==> config.mk <==
export PLATFORM = sky130hd
export DESIGN_NAME = tlv_frame_checker_unit
export DESIGN_NICKNAME = d
export VERILOG_FILES = /design/src/hw/rtl/tlvfc_pkg.sv /design/src/hw/rtl/tlvfc_cfg_regs.sv /design/src/hw/rtl/tlv_frame_checker_unit.sv
export SDC_FILE = /design/constraint.sdc
export NUM_CORES = 1
export LEC_CHECK = 0
export ABC_AREA = 1
export ABC_CLOCK_PERIOD_IN_PS = 17800
export BUFFER_PORTS_ARGS = -buffer_cell sky130_fd_sc_hd__buf_2
export CAP_MARGIN = 20
export CORE_MARGIN = 2
export CORE_UTILIZATION = 50
export DETAILED_ROUTE_END_ITERATION = 8
export PLACE_DENSITY = 0.73
export SYNTH_ARGS = -nofsm -noshare
export SYNTH_HDL_FRONTEND = slang
export SYNTH_HIERARCHICAL = 1
export SYNTH_SLANG_ARGS = --single-unit
==> constraint.sdc <==
create_clock -name i_clk -period 17.8 [get_ports i_clk]
set_input_delay 3.56 -clock i_clk [delete_from_list [all_inputs] [get_ports i_clk]]
set_output_delay 3.56 -clock i_clk [all_outputs]
set_load 0.02 [all_outputs]
==> src/hw/rtl/tlvfc_pkg.sv <==
// Shared types, register indexes, status codes and checksum helper of the TLV frame checker.
`default_nettype none

package tlvfc_pkg;

    localparam int CFG_ADDR_W = 3;
    localparam int CFG_DATA_W = 17;

    // Configuration register indexes.
    localparam logic [CFG_ADDR_W-1:0] CFG_CHECK_SIZE    = 3'd0;
    localparam logic [CFG_ADDR_W-1:0] CFG_FRAME_CLASS   = 3'd1;
    localparam logic [CFG_ADDR_W-1:0] CFG_PRIM_TYPE_MIN = 3'd2;
    localparam logic [CFG_ADDR_W-1:0] CFG_PRIM_TYPE_MAX = 3'd3;
    localparam logic [CFG_ADDR_W-1:0] CFG_COMP_TYPE_MIN = 3'd4;
    localparam logic [CFG_ADDR_W-1:0] CFG_COMP_TYPE_MAX = 3'd5;

    // Frame status codes.
    localparam logic [1:0] ST_OK        = 2'd0;
    localparam logic [1:0] ST_SHORT     = 2'd1;
    localparam logic [1:0] ST_MALFORMED = 2'd2;
    localparam logic [1:0] ST_MISMATCH  = 2'd3;

    // Result kinds carried on tuser.
    localparam logic KIND_VALUE  = 1'b0;
    localparam logic KIND_REPORT = 1'b1;

    typedef struct packed {
        logic [16:0] check_size;    // two's complement
        logic [1:0]  frame_class;
        logic [4:0]  prim_type_min;
        logic [4:0]  prim_type_max;
        logic [4:0]  comp_type_min;
        logic [4:0]  comp_type_max;
    } t_cfg;

    // One ones'-complement addition with end-around carry.
    function automatic logic [15:0] add_word(input logic [15:0] acc, input logic [15:0] word);
        logic [16:0] s;
        s = {1'b0, acc} + {1'b0, word};
        return s[16] ? (s[15:0] + 16'd1) : s[15:0];
    endfunction

endpackage

`default_nettype wire

==> src/hw/rtl/tlvfc_cfg_regs.sv <==
// Configuration register file of the TLV frame checker.
`default_nettype none

module tlvfc_cfg_regs (
    input  wire logic                            i_clk,
    input  wire logic                            i_rst_n,
    input  wire logic                            i_cfg_we,
    input  wire logic [tlvfc_pkg::CFG_ADDR_W-1:0] i_cfg_addr,
    input  wire logic [tlvfc_pkg::CFG_DATA_W-1:0] i_cfg_wdata,
    output tlvfc_pkg::t_cfg                      o_cfg
);
    import tlvfc_pkg::*;

    t_cfg r_cfg;

    always_ff @(posedge i_clk) begin
        if (!i_rst_n) begin
            r_cfg.check_size    <= '0;
            r_cfg.frame_class   <= '0;
            r_cfg.prim_type_min <= 5'd0;
            r_cfg.prim_type_max <= 5'd31;
            r_cfg.comp_type_min <= 5'd0;
            r_cfg.comp_type_max <= 5'd31;
        end else if (i_cfg_we) begin
            case (i_cfg_addr)
                CFG_CHECK_SIZE:    r_cfg.check_size    <= i_cfg_wdata;
                CFG_FRAME_CLASS:   r_cfg.frame_class   <= i_cfg_wdata[1:0];
                CFG_PRIM_TYPE_MIN: r_cfg.prim_type_min <= i_cfg_wdata[4:0];
                CFG_PRIM_TYPE_MAX: r_cfg.prim_type_max <= i_cfg_wdata[4:0];
                CFG_COMP_TYPE_MIN: r_cfg.comp_type_min <= i_cfg_wdata[4:0];
                CFG_COMP_TYPE_MAX: r_cfg.comp_type_max <= i_cfg_wdata[4:0];
                default: begin
                    // Writes to unused indexes are dropped.
                end
            endcase
        end
    end

    assign o_cfg = r_cfg;

endmodule

`default_nettype wire

==> src/hw/rtl/tlv_frame_checker_unit.sv <==
// Top level of the TLV frame checker: byte-stream parser, checksum and result register.
`default_nettype none

// The unit takes one buffer byte per item on the slave stream, with tlast on the final
// byte of the buffer, and parses one frame from it: tag byte, length byte, an optional
// two- or four-byte big-endian length extension, the value bytes and a big-endian 16-bit
// ones'-complement checksum. Each value byte is forwarded as one item with tuser low, and
// tlast high on the final value byte; each buffer yields one status report with tuser high
// carrying the status, the tag fields and, for a completed frame, the decoded value and
// frame lengths. Bytes after a report up to the end of the buffer are dropped. Every byte
// is handled by the parser logic feeding a single result register, so the
// unit sustains one item per cycle; the slave side is ready whenever the result register
// is empty or being drained in the same cycle, which sets the only stall: a held result.
// Configuration writes take effect on the next cycle and are meant for idle periods.
module tlv_frame_checker_unit #(
    parameter int LENGTH_WIDTH = 32
) (
    input  wire logic                            i_clk,
    input  wire logic                            i_rst_n,
    // Configuration write port.
    input  wire logic                            i_cfg_we,
    input  wire logic [tlvfc_pkg::CFG_ADDR_W-1:0] i_cfg_addr,
    input  wire logic [tlvfc_pkg::CFG_DATA_W-1:0] i_cfg_wdata,
    // Input byte stream.
    input  wire logic                            s_axis_tvalid,
    output logic                                 s_axis_tready,
    input  wire logic [7:0]                      s_axis_tdata,  // [7:0] data_byte
    input  wire logic                            s_axis_tlast,  // buffer_last
    // Result stream.
    output logic                                 m_axis_tvalid,
    input  wire logic                            m_axis_tready,
    // [7:0] value_byte, [9:8] status, [14:10] type_number, [15] is_composite,
    // [47:16] value_length, [80:48] frame_length, [87:81] zero
    output logic [87:0]                          m_axis_tdata,
    output logic                                 m_axis_tlast,  // value_last
    output logic                                 m_axis_tuser   // result_kind
);
    import tlvfc_pkg::*;

    localparam int LW = LENGTH_WIDTH;

    typedef enum logic [2:0] {
        PH_TAG, PH_LEN, PH_CHECK, PH_EXTRA, PH_VALUE, PH_SUM_HI, PH_SUM_LO
    } t_phase;

    t_cfg cfg;

    tlvfc_cfg_regs u_cfg (
        .i_clk       (i_clk),
        .i_rst_n     (i_rst_n),
        .i_cfg_we    (i_cfg_we),
        .i_cfg_addr  (i_cfg_addr),
        .i_cfg_wdata (i_cfg_wdata),
        .o_cfg       (cfg)
    );

    // Parser state.
    t_phase         r_phase, n_phase;
    logic [7:0]     r_tag, n_tag;
    logic [LW-1:0]  r_len, n_len;
    logic           r_ovf, n_ovf;
    logic [2:0]     r_left, n_left;
    logic [LW-1:0]  r_cnt, n_cnt;
    logic [15:0]    r_acc, n_acc;
    logic [7:0]     r_hi, n_hi;
    logic [15:0]    r_rsum, n_rsum;
    logic           r_skip, n_skip;
    logic [2:0]     r_hdr, n_hdr;

    // Result register.
    logic           r_ovld;
    logic           r_okind;
    logic [7:0]     r_obyte;
    logic           r_olast;
    logic [1:0]     r_ostat;
    logic [4:0]     r_otype;
    logic           r_ocomp;
    logic [31:0]    r_ovlen;
    logic [32:0]    r_oflen;

    logic           s_fire;
    logic [7:0]     b;
    logic           last;

    // Result of the current byte.
    logic           emit_val, emit_last;
    logic           rep_en, rep_len;
    logic [1:0]     rep_stat;

    // Effective state seen by the body logic; differs from the registers only on the
    // third byte, where the header decode and the first body byte are handled in the same cycle.
    logic           e_body;
    t_phase         e_phase;
    logic [LW-1:0]  e_len;
    logic [2:0]     e_left;
    logic           e_ovf;

    logic           tag_ok;
    logic [4:0]     num;
    logic [7:0]     lb;
    logic           cs_nonneg, cs_pos;
    logic [LW-1:0]  cs_cap, limit;
    logic [15:0]    acc_fin, calc;

    assign s_axis_tready = !r_ovld || m_axis_tready;
    assign s_fire        = s_axis_tvalid && s_axis_tready;
    assign b             = s_axis_tdata;
    assign last          = s_axis_tlast;

    assign cs_nonneg = !cfg.check_size[16];
    assign cs_pos    = cs_nonneg && (|cfg.check_size[15:0]);
    assign cs_cap    = LW'(cfg.check_size[15:0]);

    assign num = r_tag[4:0];
    assign lb  = r_len[7:0];

    always_comb begin
        n_phase = r_phase;
        n_tag   = r_tag;
        n_len   = r_len;
        n_ovf   = r_ovf;
        n_left  = r_left;
        n_cnt   = r_cnt;
        n_acc   = r_acc;
        n_hi    = r_hi;
        n_rsum  = r_rsum;
        n_skip  = r_skip;
        n_hdr   = r_hdr;

        emit_val  = 1'b0;
        emit_last = 1'b0;
        rep_en    = 1'b0;
        rep_len   = 1'b0;
        rep_stat  = ST_OK;

        e_body  = 1'b0;
        e_phase = r_phase;
        e_len   = r_len;
        e_left  = r_left;
        e_ovf   = r_ovf;
        tag_ok  = 1'b0;
        limit   = r_len;
        acc_fin = r_acc;
        calc    = '0;

        if (r_skip) begin
            if (last) begin
                n_skip  = 1'b0;
                n_phase = PH_TAG;
            end
        end else begin
            case (r_phase)
                PH_TAG: begin
                    n_tag  = b;
                    n_len  = '0;
                    n_ovf  = 1'b0;
                    n_left = '0;
                    n_cnt  = '0;
                    n_acc  = '0;
                    n_hi   = '0;
                    n_rsum = '0;
                    n_hdr  = 3'd2;
                    if (last) begin
                        rep_en   = 1'b1;
                        rep_stat = ST_SHORT;
                    end else begin
                        n_phase = PH_LEN;
                    end
                end
                PH_LEN: begin
                    n_len = LW'(b);
                    if (last) begin
                        rep_en   = 1'b1;
                        rep_stat = ST_SHORT;
                    end else begin
                        n_phase = PH_CHECK;
                    end
                end
                PH_CHECK: begin
                    tag_ok = (r_tag[7:6] == cfg.frame_class) &&
                             (r_tag[5] ? (num >= cfg.comp_type_min && num <= cfg.comp_type_max)
                                       : (num >= cfg.prim_type_min && num <= cfg.prim_type_max));
                    e_ovf = 1'b0;
                    if (tag_ok && lb[7]) begin
                        if (lb[6:0] == 7'd2 || lb[6:0] == 7'd4) begin
                            e_left  = lb[2:0];
                            n_hdr   = 3'd2 + lb[2:0];
                            e_len   = '0;
                            e_phase = PH_EXTRA;
                            e_body  = 1'b1;
                        end else begin
                            tag_ok = 1'b0;
                        end
                    end else if (tag_ok) begin
                        e_len   = LW'(lb[6:0]);
                        e_phase = (lb[6:0] == 7'd0) ? PH_SUM_HI : PH_VALUE;
                        e_body  = 1'b1;
                    end
                    if (!tag_ok) begin
                        rep_en   = 1'b1;
                        rep_stat = ST_MALFORMED;
                    end
                end
                PH_EXTRA, PH_VALUE, PH_SUM_HI, PH_SUM_LO: begin
                    e_body = 1'b1;
                end
                default: begin
                    n_phase = PH_TAG;
                end
            endcase

            if (e_body) begin
                n_phase = e_phase;
                n_len   = e_len;
                n_left  = e_left;
                n_ovf   = e_ovf;
                limit   = (cs_pos && cs_cap < e_len) ? cs_cap : e_len;
                case (e_phase)
                    PH_EXTRA: begin
                        if (last) begin
                            rep_en   = 1'b1;
                            rep_stat = ST_SHORT;
                        end else begin
                            // Track length bits pushed past the top of the register.
                            n_ovf  = e_ovf | (|e_len[LW-1 -: 8]);
                            n_len  = {e_len[LW-9:0], b};
                            n_left = e_left - 3'd1;
                            if (n_left == 3'd0) begin
                                if (n_ovf) begin
                                    rep_en   = 1'b1;
                                    rep_stat = ST_MALFORMED;
                                end else begin
                                    n_phase = (n_len == '0) ? PH_SUM_HI : PH_VALUE;
                                end
                            end
                        end
                    end
                    PH_VALUE: begin
                        if (last) begin
                            rep_en   = 1'b1;
                            rep_stat = ST_SHORT;
                        end else begin
                            if (cs_nonneg && r_cnt < limit) begin
                                if (!r_cnt[0]) begin
                                    n_hi = b;
                                end else begin
                                    n_acc = add_word(r_acc, {r_hi, b});
                                end
                            end
                            n_cnt     = r_cnt + LW'(1);
                            emit_val  = 1'b1;
                            emit_last = (n_cnt == e_len);
                            if (n_cnt == e_len) begin
                                n_phase = PH_SUM_HI;
                            end
                        end
                    end
                    PH_SUM_HI: begin
                        if (last) begin
                            rep_en   = 1'b1;
                            rep_stat = ST_SHORT;
                        end else begin
                            n_rsum  = {b, 8'h00};
                            n_phase = PH_SUM_LO;
                        end
                    end
                    PH_SUM_LO: begin
                        n_rsum = {r_rsum[15:8], b};
                        // An odd final byte counts as the high half of a word.
                        acc_fin = limit[0] ? add_word(r_acc, {r_hi, 8'h00}) : r_acc;
                        if (cs_nonneg && e_len > LW'(1)) begin
                            calc = ~acc_fin;
                        end
                        rep_en   = 1'b1;
                        rep_len  = 1'b1;
                        rep_stat = (calc == n_rsum) ? ST_OK : ST_MISMATCH;
                    end
                    default: begin
                        n_phase = PH_TAG;
                    end
                endcase
            end

            if (rep_en) begin
                n_phase = PH_TAG;
                n_skip  = !last;
            end
        end
    end

    always_ff @(posedge i_clk) begin
        if (!i_rst_n) begin
            r_phase <= PH_TAG;
            r_tag   <= '0;
            r_len   <= '0;
            r_ovf   <= 1'b0;
            r_left  <= '0;
            r_cnt   <= '0;
            r_acc   <= '0;
            r_hi    <= '0;
            r_rsum  <= '0;
            r_skip  <= 1'b0;
            r_hdr   <= 3'd2;
            r_ovld  <= 1'b0;
        end else begin
            if (s_fire) begin
                r_phase <= n_phase;
                r_tag   <= n_tag;
                r_len   <= n_len;
                r_ovf   <= n_ovf;
                r_left  <= n_left;
                r_cnt   <= n_cnt;
                r_acc   <= n_acc;
                r_hi    <= n_hi;
                r_rsum  <= n_rsum;
                r_skip  <= n_skip;
                r_hdr   <= n_hdr;
                r_ovld  <= emit_val || rep_en;
            end else if (m_axis_tready) begin
                r_ovld <= 1'b0;
            end
        end
        // Result payload, loaded with each new result.
        if (s_fire && (emit_val || rep_en)) begin
            r_okind <= rep_en ? KIND_REPORT : KIND_VALUE;
            r_obyte <= rep_en ? 8'h00 : b;
            r_olast <= rep_en ? 1'b0 : emit_last;
            r_ostat <= rep_en ? rep_stat : ST_OK;
            r_otype <= rep_en ? n_tag[4:0] : 5'd0;
            r_ocomp <= rep_en ? n_tag[5] : 1'b0;
            r_ovlen <= (rep_en && rep_len) ? 32'(n_len) : 32'd0;
            r_oflen <= (rep_en && rep_len) ? (33'(n_hdr) + 33'(n_len) + 33'd2) : 33'd0;
        end
    end

    assign m_axis_tvalid = r_ovld;
    assign m_axis_tuser  = r_okind;
    assign m_axis_tlast  = r_olast;
    assign m_axis_tdata  = {7'd0, r_oflen, r_ovlen, r_ocomp, r_otype, r_ostat, r_obyte};

    // A byte dropped while skipping to the buffer end must not create a result.
    a_skip_silent: assert property (@(posedge i_clk) disable iff (!i_rst_n)
        (s_fire && r_skip) |=>
            (m_axis_tvalid == ($past(m_axis_tvalid) && !$past(m_axis_tready))))
        else $error("result produced for a skipped byte");

    // The final value byte always hands over to the checksum bytes.
    a_last_value: assert property (@(posedge i_clk) disable iff (!i_rst_n)
        (m_axis_tvalid && m_axis_tuser == KIND_VALUE && m_axis_tlast) |-> (r_phase == PH_SUM_HI))
        else $error("final value byte not followed by checksum phase");

    // Every report returns the parser to the tag byte.
    a_report_tag: assert property (@(posedge i_clk) disable iff (!i_rst_n)
        (m_axis_tvalid && m_axis_tuser == KIND_REPORT) |-> (r_phase == PH_TAG))
        else $error("report issued without returning to tag phase");

    // The value byte counter stays below the length while value bytes are expected.
    a_count_range: assert property (@(posedge i_clk) disable iff (!i_rst_n)
        (r_phase == PH_VALUE) |-> (r_cnt < r_len))
        else $error("value byte count reached length inside value phase");

endmodule

`default_nettype wire
==> qor.yml, run 1 <==
max_slew_margin: 0.3535
seq_area_frac_synth: 0.3289
path_class: "reg -> reg"
final_hold_viol_count: 0
area_growth_pct: 10.89
routed_wl_mm: 52.55
outcome: "finished, final reports clean"
fin_skew_ns: 0.02162
synthCells: 2425
grt_use_total: 0.2879
crit_path_top_delay_cell: "dfxtp_1"
clock_path_buffers: 3
p_sw_frac: 0.4039
cp.arrival_ns: 7.93
synth_common_cells: "nand2_1 (490), nor2_1 (305), inv_1 (304), dfxtp_1 (155), a21oi_1 (152)"
syn_area_um2: 17010
clock_latency_ns: 0.56
netlist.top_cell.by_area: "dfxtp_1"
cts.sinks: 238
cts_resized: 0
ys_ff_latch: 238
die_w_um: 188.5
die_y_um: 188.5
timing.final.crit_period_ns: 7.522
place_ws_ns: 10.01
combPwrFrac: 0.367
end_kind: "register"
p_clk_frac: 0.296
netlist_top_cells_area: "dfxtp_1 (18%), edfxtp_1 (15%), nand2_1 (11%), nor2_1 (6.7%), inv_1 (6.7%)"
clock.fmax_mhz: 132.9
ys.flop_type: "dfxtp_1"
fin_setup_tns_ns: 0
syn_avg_cell_area_um2: 7.015
leakage_nw: 8.237
grt_max_degree: 86
gp_congestion: 0.9786
antenna_found_initial: 1
worst_pin_slew_ns: 0.9662
cts_buffers: 28
cpMostUsedCell: "nand2_1"
wire_per_inst_um: 17.74
vias: 17254
cts_setup_buffers: 0
ir_drop_mv: 0.08239
nets: 2620
postCtsHoldBufs: 0
slew_violations: 0
internal_power_w: 0.001238
grt_pass1_wl_mm: 83.40
p_per_area_nw_per_um2: 110.1
p_seq_frac: 0.337
synth_edf_count: 83
startpoint_type: "register"
cts_tree: "done"
async_flop_share: 0
design.die.area_um2: 35520
finalCritPeriodShare: 0.4226
yosys_warnings: 6
fin_ws_ns: 10.28
start_util: 0.5074
n_fill_cell: 3246
first_iter_violations: 1710
synth.top_cell.area_share: 0.1824
cp.required_ns: 18.21
synth_cell_types: 65
route.detailed.drc: 0
htreeDepth: 1
synth.most_common_cell: "nand2_1"
max_cap_violations: 0
grt_pass1_vias: 16028
io_pins: 126
hpwl_mm: 38.00
post-route-util: 0.5626
cpPeakStageDelay_ns: 0.51
cts.reportedPaths.clkPinSlew_ns: 0.06
port_buffers: 118
hold_class: "reg -> reg"
vias_per_cell: 5.823
drive_above_1_share: 0.1046
core_um2: 33530
setup_violations: 0
fp-row-count: 67
firstDrtPassIters: 8
overflow: 0
root_buffer: "clkbuf_16"
p_switching_w: 0.0008392
cp_max_fo: 47
ant_nets: 0
rsz0062_at_grt: "no"
==> cells in the final DEF (no fill, tap or decap), types with 4 or more instances in the layout <==
| cell type | netlist | final |
|---|---|---|
| o21a_1 | 5 | 5 |
| a31oi_1 | 13 | 13 |
| o21bai_1 | 4 | 4 |
| nand4_1 | 49 | 49 |
| nand2_2 | 6 | 6 |
| nor4_1 | 10 | 10 |
| a211oi_1 | 26 | 26 |
| o21ai_1 | 37 | 37 |
| bufinv_16 | 0 | 5 |
| conb_1 | 1 | 7 |
| a22oi_1 | 10 | 10 |
| a221oi_1 | 16 | 16 |
| o41ai_1 | 5 | 5 |
| buf_4 | 13 | 15 |
| inv_2 | 20 | 21 |
| nand3_1 | 124 | 124 |
| nor2_4 | 7 | 8 |
| clkinvlp_4 | 0 | 7 |
| ha_1 | 91 | 91 |
| inv_1 | 304 | 302 |
| nand2_1 | 490 | 490 |
| nor2_1 | 305 | 303 |
| o221ai_1 | 25 | 25 |
| buf_2 | 9 | 118 |
| clkinv_2 | 0 | 4 |
| xnor2_1 | 15 | 15 |
| or2_2 | 4 | 4 |
| o211ai_1 | 41 | 41 |
| dfxtp_1 | 155 | 155 |
| clkinv_1 | 4 | 8 |
| nor2_2 | 13 | 14 |
| o21ai_0 | 137 | 137 |
| o21ai_2 | 7 | 7 |
| edfxtp_1 | 83 | 83 |
| o22ai_1 | 8 | 8 |
| nand3b_1 | 7 | 7 |
| xor2_1 | 78 | 78 |
| nor3_1 | 26 | 26 |
| a21oi_1 | 152 | 151 |
| clkbuf_16 | 0 | 29 |
==> kinds of logic after synthesis <==
family / share of synthesized area
adder cells (fa/ha/maj): 0.07046
buffers and inverters: 0.1006
AND/OR/NAND/NOR: 0.2696
other: 0.0002204
flip-flops: 0.3289
AO/OA/AOI/OAI: 0.1823
XOR/XNOR: 0.04788
==> worst max-delay path, delay by kind of cell, from the launching register on <==
kind                     cells  cell delay (ns)
AO/OA/AOI/OAI                8             1.63
adder cells (fa/ha/maj)      3             0.96
buffers and inverters        6             1.05
flip-flops                   1             0.51
AND/OR/NAND/NOR             23             3.19
==> final timing paths <==
| path | start | to | slack (ns) | cells after the start |
|---|---|---|---|---|
| setup / recovery | r_tag[2] | r_acc[10] | 10.28 | 40 |
| hold / removal | u_cfg/o_cfg[2] | u_cfg/o_cfg[2] | 0.46 | 2 |
| setup reg to reg | r_tag[2] | r_acc[10] | 10.28 | 40 |
| hold reg to reg | u_cfg/o_cfg[2] | u_cfg/o_cfg[2] | 0.46 | 2 |
==> state kept, by name (all words and copies together) (netlist names), 2 cells and up <==
name and flops:
r_tag 8, u_cfg/o_cfg 39, r_hi 8, r_oflen 33, r_hdr 3, r_obyte 8
r_rsum 8, r_ovlen 32, r_left 3, r_cnt 32, r_otype 5, r_phase 3
r_acc 16, r_len 32, r_ostat 2
==> power by group through the flow <==
stage          registers, W  clock network (W)  logic, W
6_report           0.000701           0.000615  0.000762
5_1_grt            0.000707           0.000644  0.000839
3_5_place_dp       0.000711                  0  0.000741
2_1_floorplan      0.000739                  0  0.000504
4_1_cts            0.000700           0.000621  0.000746
3_3_place_gp       0.000710                  0  0.000724
==> area by class of cell <==
type	instances	area, um^2	share of cell area
multi-input cells	1761	9749	0.5168
flip-flops and latches	238	5595	0.2966
inverters	328	1231	0.06526
repair buffers	135	742.0	0.03933
clock buffers	31	733.2	0.03886
well taps	448	560.5	0.02971
clock inverters	21	251.5	0.01333
diodes	1	2.502	0.0001326
==> metrics by stage <==
stage	cell area [um^2]	instances	hold WS [ns]	total power [W]
5_1_grt	18870	2963	0.4917	0.002190
2_1_floorplan	17040	2431	0.4289	0.001244
3_5_place_dp	17850	2909	0.4449	0.001452
6_report	18870	2963	0.4585	0.002078
3_3_place_gp	17840	2908	0.4433	0.001434
4_1_cts	18840	2961	0.4590	0.002067
==> routing by layer <==
layer / global-route usage / vias to the layer above / part of all wire
li1: - / 8265 / -
met1: 0.3720 / 8030 / 0.41
met2: 0.4847 / 803 / 0.47
met3: 0.03911 / 156 / 0.079
met4: 0.1184 / 0 / 0.042
met5: 0 / - / 0
No activity file was read; power rests on OpenSTA's default activity.
==> run 2, diff against run 1 <==
--- a/config.mk
+++ b/config.mk
@@ -6,13 +6,13 @@
 export NUM_CORES = 1
 export LEC_CHECK = 0
 export ABC_AREA = 1
-export ABC_CLOCK_PERIOD_IN_PS = 17800
+export ABC_CLOCK_PERIOD_IN_PS = 6300
 export BUFFER_PORTS_ARGS = -buffer_cell sky130_fd_sc_hd__buf_2
 export CAP_MARGIN = 20
 export CORE_MARGIN = 2
 export CORE_UTILIZATION = 50
 export DETAILED_ROUTE_END_ITERATION = 8
-export PLACE_DENSITY = 0.73
+export PLACE_DENSITY = 0.76
 export SYNTH_ARGS = -nofsm -noshare
 export SYNTH_HDL_FRONTEND = slang
 export SYNTH_HIERARCHICAL = 1
==> constraint.sdc (replaced) <==
create_clock -name i_clk -period 6.3 [get_ports i_clk]
set_input_delay 1.26 -clock i_clk [delete_from_list [all_inputs] [get_ports i_clk]]
set_output_delay 1.26 -clock i_clk [all_outputs]
set_load 0.02 [all_outputs]
==> qor.yml, run 2 (synthesis results as in run 1) <==
max_cap_violations: 0  # unchanged
cp.arrival_ns: 6.12  # was 7.93 ns
die_y_um: 188.5  # unchanged
startpoint_type: "register"  # unchanged
grt_max_degree: 85  # was 86
firstDrtPassIters: 8  # unchanged
max_slew_margin: 0.3583  # was 0.3535
slew_violations: 0  # unchanged
outcome: "finished, final reports clean"  # unchanged
clock.fmax_mhz: 170.9  # was 132.9 MHz
grt_pass1_wl_mm: 84.01  # was 83.40 mm
cts.sinks: 238  # unchanged
leakage_nw: 8.386  # was 8.237 nW
antenna_found_initial: 0  # was 1
largest_reg_flops: 39  # unchanged
port_buffers: 118  # unchanged
final_common_cell: "nand2_1"  # unchanged
cpPeakStageDelay_ns: 0.43  # was 0.51 ns
nets: 2639  # was 2620
ir_drop_mv: 0.2668  # was 0.08239 mV
timing.rr.start: "r_tag[2]"  # unchanged
gp_congestion: 0.9602  # was 0.9786
post-route-util: 0.5705  # was 0.5626
design.die.area_um2: 35520  # unchanged
cts_tree: "done"  # unchanged
htreeDepth: 1  # unchanged
clock_latency_ns: 0.57  # was 0.56 ns
area_growth_pct: 12.45  # was 10.89%
drive_above_1_share: 0.1145  # was 0.1046
crit_path_top_delay_cell: "dfxtp_1"  # unchanged
core_um2: 33530  # unchanged
start_util: 0.5074  # unchanged
root_buffer: "clkbuf_16"  # unchanged
cts.reportedPaths.clkPinSlew_ns: 0.06  # about the same
first_iter_violations: 1931  # was 1710
num_antenna_cells: 0  # was 1
fin_setup_tns_ns: 0  # unchanged
grt_pass1_vias: 16336  # was 16028
cp_max_fo: 25  # was 47
reg2reg_to: "r_oflen[27]"  # was r_acc[10]
p_per_area_nw_per_um2: 314.4  # was 110.1 nW/um^2
reg2reg_depth: 37  # was 40
cts_buffers: 28  # unchanged
hpwl_mm: 38.61  # was 38.00 mm
overflow: 0  # unchanged
mostFrequentLayoutCells: "nand2_1 (488), inv_1 (302), nor2_1 (301)"  # was nand2_1 (490), nor2_1 (303), inv_1 (302)
die_w_um: 188.5  # unchanged
grt_use_total: 0.2897  # was 0.2879
postCtsHoldBufs: 0  # unchanged
clock_path_buffers: 3  # unchanged
io_pins: 126  # unchanged
path_class: "reg -> reg"  # unchanged
route.detailed.drc: 0  # unchanged
routed_wl_mm: 52.71  # was 52.55 mm
wire_per_inst_um: 17.68  # was 17.74 um
cp.required_ns: 6.57  # was 18.21 ns
fin_skew_ns: 0.02692  # was 0.02162 ns
hold_class: "reg -> reg"  # unchanged
worst_pin_slew_ns: 0.9591  # was 0.9662 ns
ant_nets: 0  # unchanged
regToRegSetupSlack_ns: 0.45  # was 10.28 ns
vias: 17192  # was 17254
rsz0062_at_grt: "no"  # unchanged
startpoint: "r_tag[2]"  # unchanged
finalCritPeriodShare: 0.9286  # was 0.4226
worstSetupEndpoint: "r_oflen[27]"  # was r_acc[10]
cpMostUsedCell: "nand2_1"  # unchanged
fp-row-count: 67  # unchanged
final_hold_viol_count: 0  # unchanged
timing.final.crit_period_ns: 5.850  # was 7.522 ns
hold_slack_ns: 0.4604  # was 0.4585 ns
vias_per_cell: 5.767  # was 5.823
setup_violations: 0  # unchanged
end_kind: "register"  # unchanged
## run 2: changes by cell type in the layout (fill, tap and decap cells not counted), sizes merged
cell      delta
clkinvlp     -4
diode        -1
buf         +18
nor2         +1
clkbuf       +4
## run 2: repair_timing
action | CTS | global route
endpoints found under the setup margin | 0 | 34
gates resized for setup | 0 | 12
hold endpoints to repair | 0 | 0
buffers inserted | 0 | 4
## run 2: layout make-up
class                           count  area [um^2]
Sequential cell                   238         5597
Tap cell                          448        560.5
Inverter                          328         1234
Fill cell                        3186        14400
Clock buffer                       35        812.0
Multi-Input combinational cell   1762         9782
Timing Repair Buffer              153        898.4
Clock inverter                     17        247.7
## run 2: critical path, delay by kind of cell, from the launching register on
family | cells | cell delay, ns
AND/OR/NAND/NOR | 18 | 1.94
adder cells (fa/ha/maj) | 4 | 1.22
AO/OA/AOI/OAI | 8 | 1.11
buffers and inverters | 7 | 0.87
flip-flops | 1 | 0.43
## run 2: worst min path at each step
stage	from	to	slack [ns]	depth (start not counted)
finish	u_cfg/o_cfg[13]	u_cfg/o_cfg[13]	0.46	2
global route	r_ovf	r_ovf	0.47	2
CTS	u_cfg/o_cfg[12]	u_cfg/o_cfg[12]	0.46	2
detailed placement	u_cfg/o_cfg[1]	u_cfg/o_cfg[1]	0.45	2
global placement	u_cfg/o_cfg[11]	u_cfg/o_cfg[11]	0.44	2
floorplan	u_cfg/o_cfg[11]	u_cfg/o_cfg[11]	0.43	2
## run 2: per-layer routing
layer / track usage / vias up / share of wire
met5: 0 / - / 0
li1: - / 8296 / -
met4: 0.1136 / 0 / 0.037
met3: 0.04302 / 158 / 0.079
met2: 0.4873 / 796 / 0.47
met1: 0.3746 / 7942 / 0.41
## run 2: per-stage QoR
| step | power, W | setup WS (ns) | instances | cell area, um^2 |
|---|---|---|---|---|
| after global placement | 0.004076 | 0.2956 | 2923 | 17980 |
| after floorplan | 0.003505 | 0.7749 | 2431 | 17040 |
| after detailed placement | 0.004124 | 0.2020 | 2924 | 17990 |
| after global routing | 0.006324 | 0.03074 | 2981 | 19130 |
| final | 0.006014 | 0.4498 | 2981 | 19130 |
| after CTS | 0.005959 | 0.1353 | 2976 | 19050 |
## run 2: power by group
part | switching (W) | internal, W | total (W)
clock | 0.000709 | 0.00113 | 0.00184
sequential | 0.000158 | 0.00182 | 0.00197
combinational | 0.00154 | 0.000666 | 0.00220
total | 0.00240 | 0.00361 | 0.00601
==> run 3, diff against run 2 <==
==> constraint.sdc (replaced) <==
create_clock -name i_clk -period 6.3 [get_ports i_clk]
set_input_delay 0.63 -clock i_clk [delete_from_list [all_inputs] [get_ports i_clk]]
set_output_delay 0.63 -clock i_clk [all_outputs]
set_load 0.02 [all_outputs]
==> qor.yml, run 3 (synthesis results as in run 1) <==
p_sw_frac: 0.4056  # was 0.3997
htreeDepth: 1  # unchanged
p_per_area_nw_per_um2: 305.8  # was 314.4 nW/um^2
die_w_um: 188.5  # unchanged
final_common_cell: "nand2_1"  # unchanged
hold_class: "in -> reg"  # was reg -> reg
worst_pin_slew_ns: 0.9199  # was 0.9591 ns
fin_skew_ns: 0.01502  # was 0.02692 ns
p_switching_w: 0.002356  # was 0.002404 W
grt_max_degree: 85  # unchanged
slew_violations: 0  # unchanged
fp-row-count: 67  # unchanged
clock.fmax_mhz: 171.2  # was 170.9 MHz
post_dp_cell_area_um2: 17990  # unchanged
clock_latency_ns: 0.55  # was 0.57 ns
cts.sinks: 238  # unchanged
vias_per_cell: 5.765  # was 5.767
area_growth_pct: 11.67  # was 12.45%
cts_buffers: 27  # was 28
cpMostUsedCell: "nand2_1"  # unchanged
final_hold_viol_count: 0  # unchanged
max_cap_violations: 0  # unchanged
grt_pass1_vias: 16196  # was 16336
clock_path_buffers: 3  # unchanged
drive_above_1_share: 0.1122  # was 0.1145
grt_use_total: 0.2886  # was 0.2897
first_iter_violations: 1928  # was 1931
finalCritPeriodShare: 0.9273  # was 0.9286
cts.reportedPaths.clkPinSlew_ns: 0.06  # about the same
firstDrtPassIters: 6  # was 8
routed_wl_mm: 52.34  # was 52.71 mm
cp.required_ns: 6.58  # was 6.57 ns
hpwl_mm: 38.46  # was 38.61 mm
critPathTopFamily: "simple AND/OR/NAND/NOR gates"  # unchanged
overflow: 0  # unchanged
leakage_nw: 8.347  # was 8.386 nW
die_y_um: 188.5  # unchanged
ant_nets: 0  # unchanged
internal_power_w: 0.003453  # was 0.003610 W
ir_drop_mv: 0.2612  # was 0.2668 mV
port_buffers: 118  # unchanged
postCtsHoldBufs: 0  # unchanged
cpPeakStageDelay_ns: 0.45  # was 0.43 ns
stdcell_area_um2: 19000  # was 19130 um^2
startpoint_type: "register"  # unchanged
max_slew_margin: 0.3845  # was 0.3583
grt_pass1_wl_mm: 83.86  # was 84.01 mm
setup_violations: 0  # unchanged
route.detailed.drc: 0  # unchanged
end_kind: "register"  # unchanged
design.die.area_um2: 35520  # unchanged
antenna_found_initial: 0  # unchanged
cts_tree: "done"  # unchanged
path_class: "reg -> reg"  # unchanged
crit_path_top_delay_cell: "dfxtp_1"  # unchanged
core_um2: 33530  # unchanged
num_antenna_cells: 0  # unchanged
nets: 2639  # unchanged
hold_slack_ns: 0.3330  # was 0.4604 ns
root_buffer: "clkbuf_16"  # unchanged
p_clk_frac: 0.281  # was 0.305
largest_reg_flops: 39  # unchanged
mostFrequentLayoutCells: "nand2_1 (489), inv_1 (302), nor2_1 (302)"  # was nand2_1 (488), inv_1 (302), nor2_1 (301)
io_pins: 126  # unchanged
cp_max_fo: 17  # was 25
combPwrFrac: 0.379  # was 0.366
start_util: 0.5074  # unchanged
p_seq_frac: 0.340  # was 0.328
vias: 17180  # was 17192
cp.arrival_ns: 6.12  # about the same
cp_num_buf_inv: 7  # unchanged
outcome: "finished, final reports clean"  # unchanged
wire_per_inst_um: 17.56  # was 17.68 um
n_fill_cell: 3242  # was 3186
gp_congestion: 0.9553  # was 0.9602
fin_setup_tns_ns: 0  # unchanged
timing.final.crit_period_ns: 5.842  # was 5.850 ns
-- run 3: path summary, 6_finish.rpt --
kind / start / end / slack [ns] / cells after the start
worst max register to register: r_tag[3] / r_oflen[27] / 0.46 / 38
worst min-delay path: i_cfg_wdata[0] / u_cfg/o_cfg[0] / 0.33 / 3
worst min register to register: u_cfg/o_cfg[2] / u_cfg/o_cfg[2] / 0.46 / 2
worst max-delay path: r_tag[3] / r_oflen[27] / 0.46 / 38
-- run 3: through the flow --
stage / setup slack [ns] / total power, W / instances / utilization
floorplan: 0.7749 / 0.003505 / 2431 / -
global placement: 0.2716 / 0.004075 / 2923 / 0.5361
detailed placement: 0.1750 / 0.004122 / 2924 / 0.5365
CTS: 0.1649 / 0.005762 / 2974 / 0.5637
global route: -0.02181 / 0.006139 / 2980 / 0.5666
finish: 0.4578 / 0.005810 / 2980 / 0.5666
-- run 3: timing repair --
action / CTS / global route
buffers inserted: 0 / 4
endpoints found under the setup margin: 0 / 32
gates resized for setup: 0 / 14
-- run 3: cell type report --
| type | count | area [um^2] | area share |
|---|---|---|---|
| clock inverter | 16 | 201.4 | 0.01060 |
| multi-input combinational | 1763 | 9793 | 0.5155 |
| clock buffer | 34 | 711.9 | 0.03747 |
| timing repair buffer | 153 | 898.4 | 0.04729 |
| inverter | 328 | 1236 | 0.06507 |
| sequential | 238 | 5597 | 0.2946 |
| tap | 448 | 560.5 | 0.02950 |
-- run 3: routing by layer --
metal	share of wire	global-route usage	vias up	wire length [um]
li1	-	-	8298	-
met5	0	0	-	0
met4	0.031	0.09435	0	1603
met1	0.41	0.3732	7967	21610
met2	0.48	0.4970	777	25060
met3	0.078	0.03967	138	4069
-- run 3: power by group through the flow --
stage / clock network [W] / logic (W) / registers [W]
after floorplan: 0 / 0.00142 / 0.00208
after global routing: 0.00171 / 0.00243 / 0.00199
final: 0.00163 / 0.00220 / 0.00198
after detailed placement: 0 / 0.00212 / 0.00200
after CTS: 0.00166 / 0.00213 / 0.00197
after global placement: 0 / 0.00208 / 0.00200
-- run 3: worst min-delay path: cells and delay by family --
| kind | cells | cell delay [ns] |
|---|---|---|
| buffers and inverters | 1 | 0.10 |
| and+or+nand+nor | 2 | 0.11 |
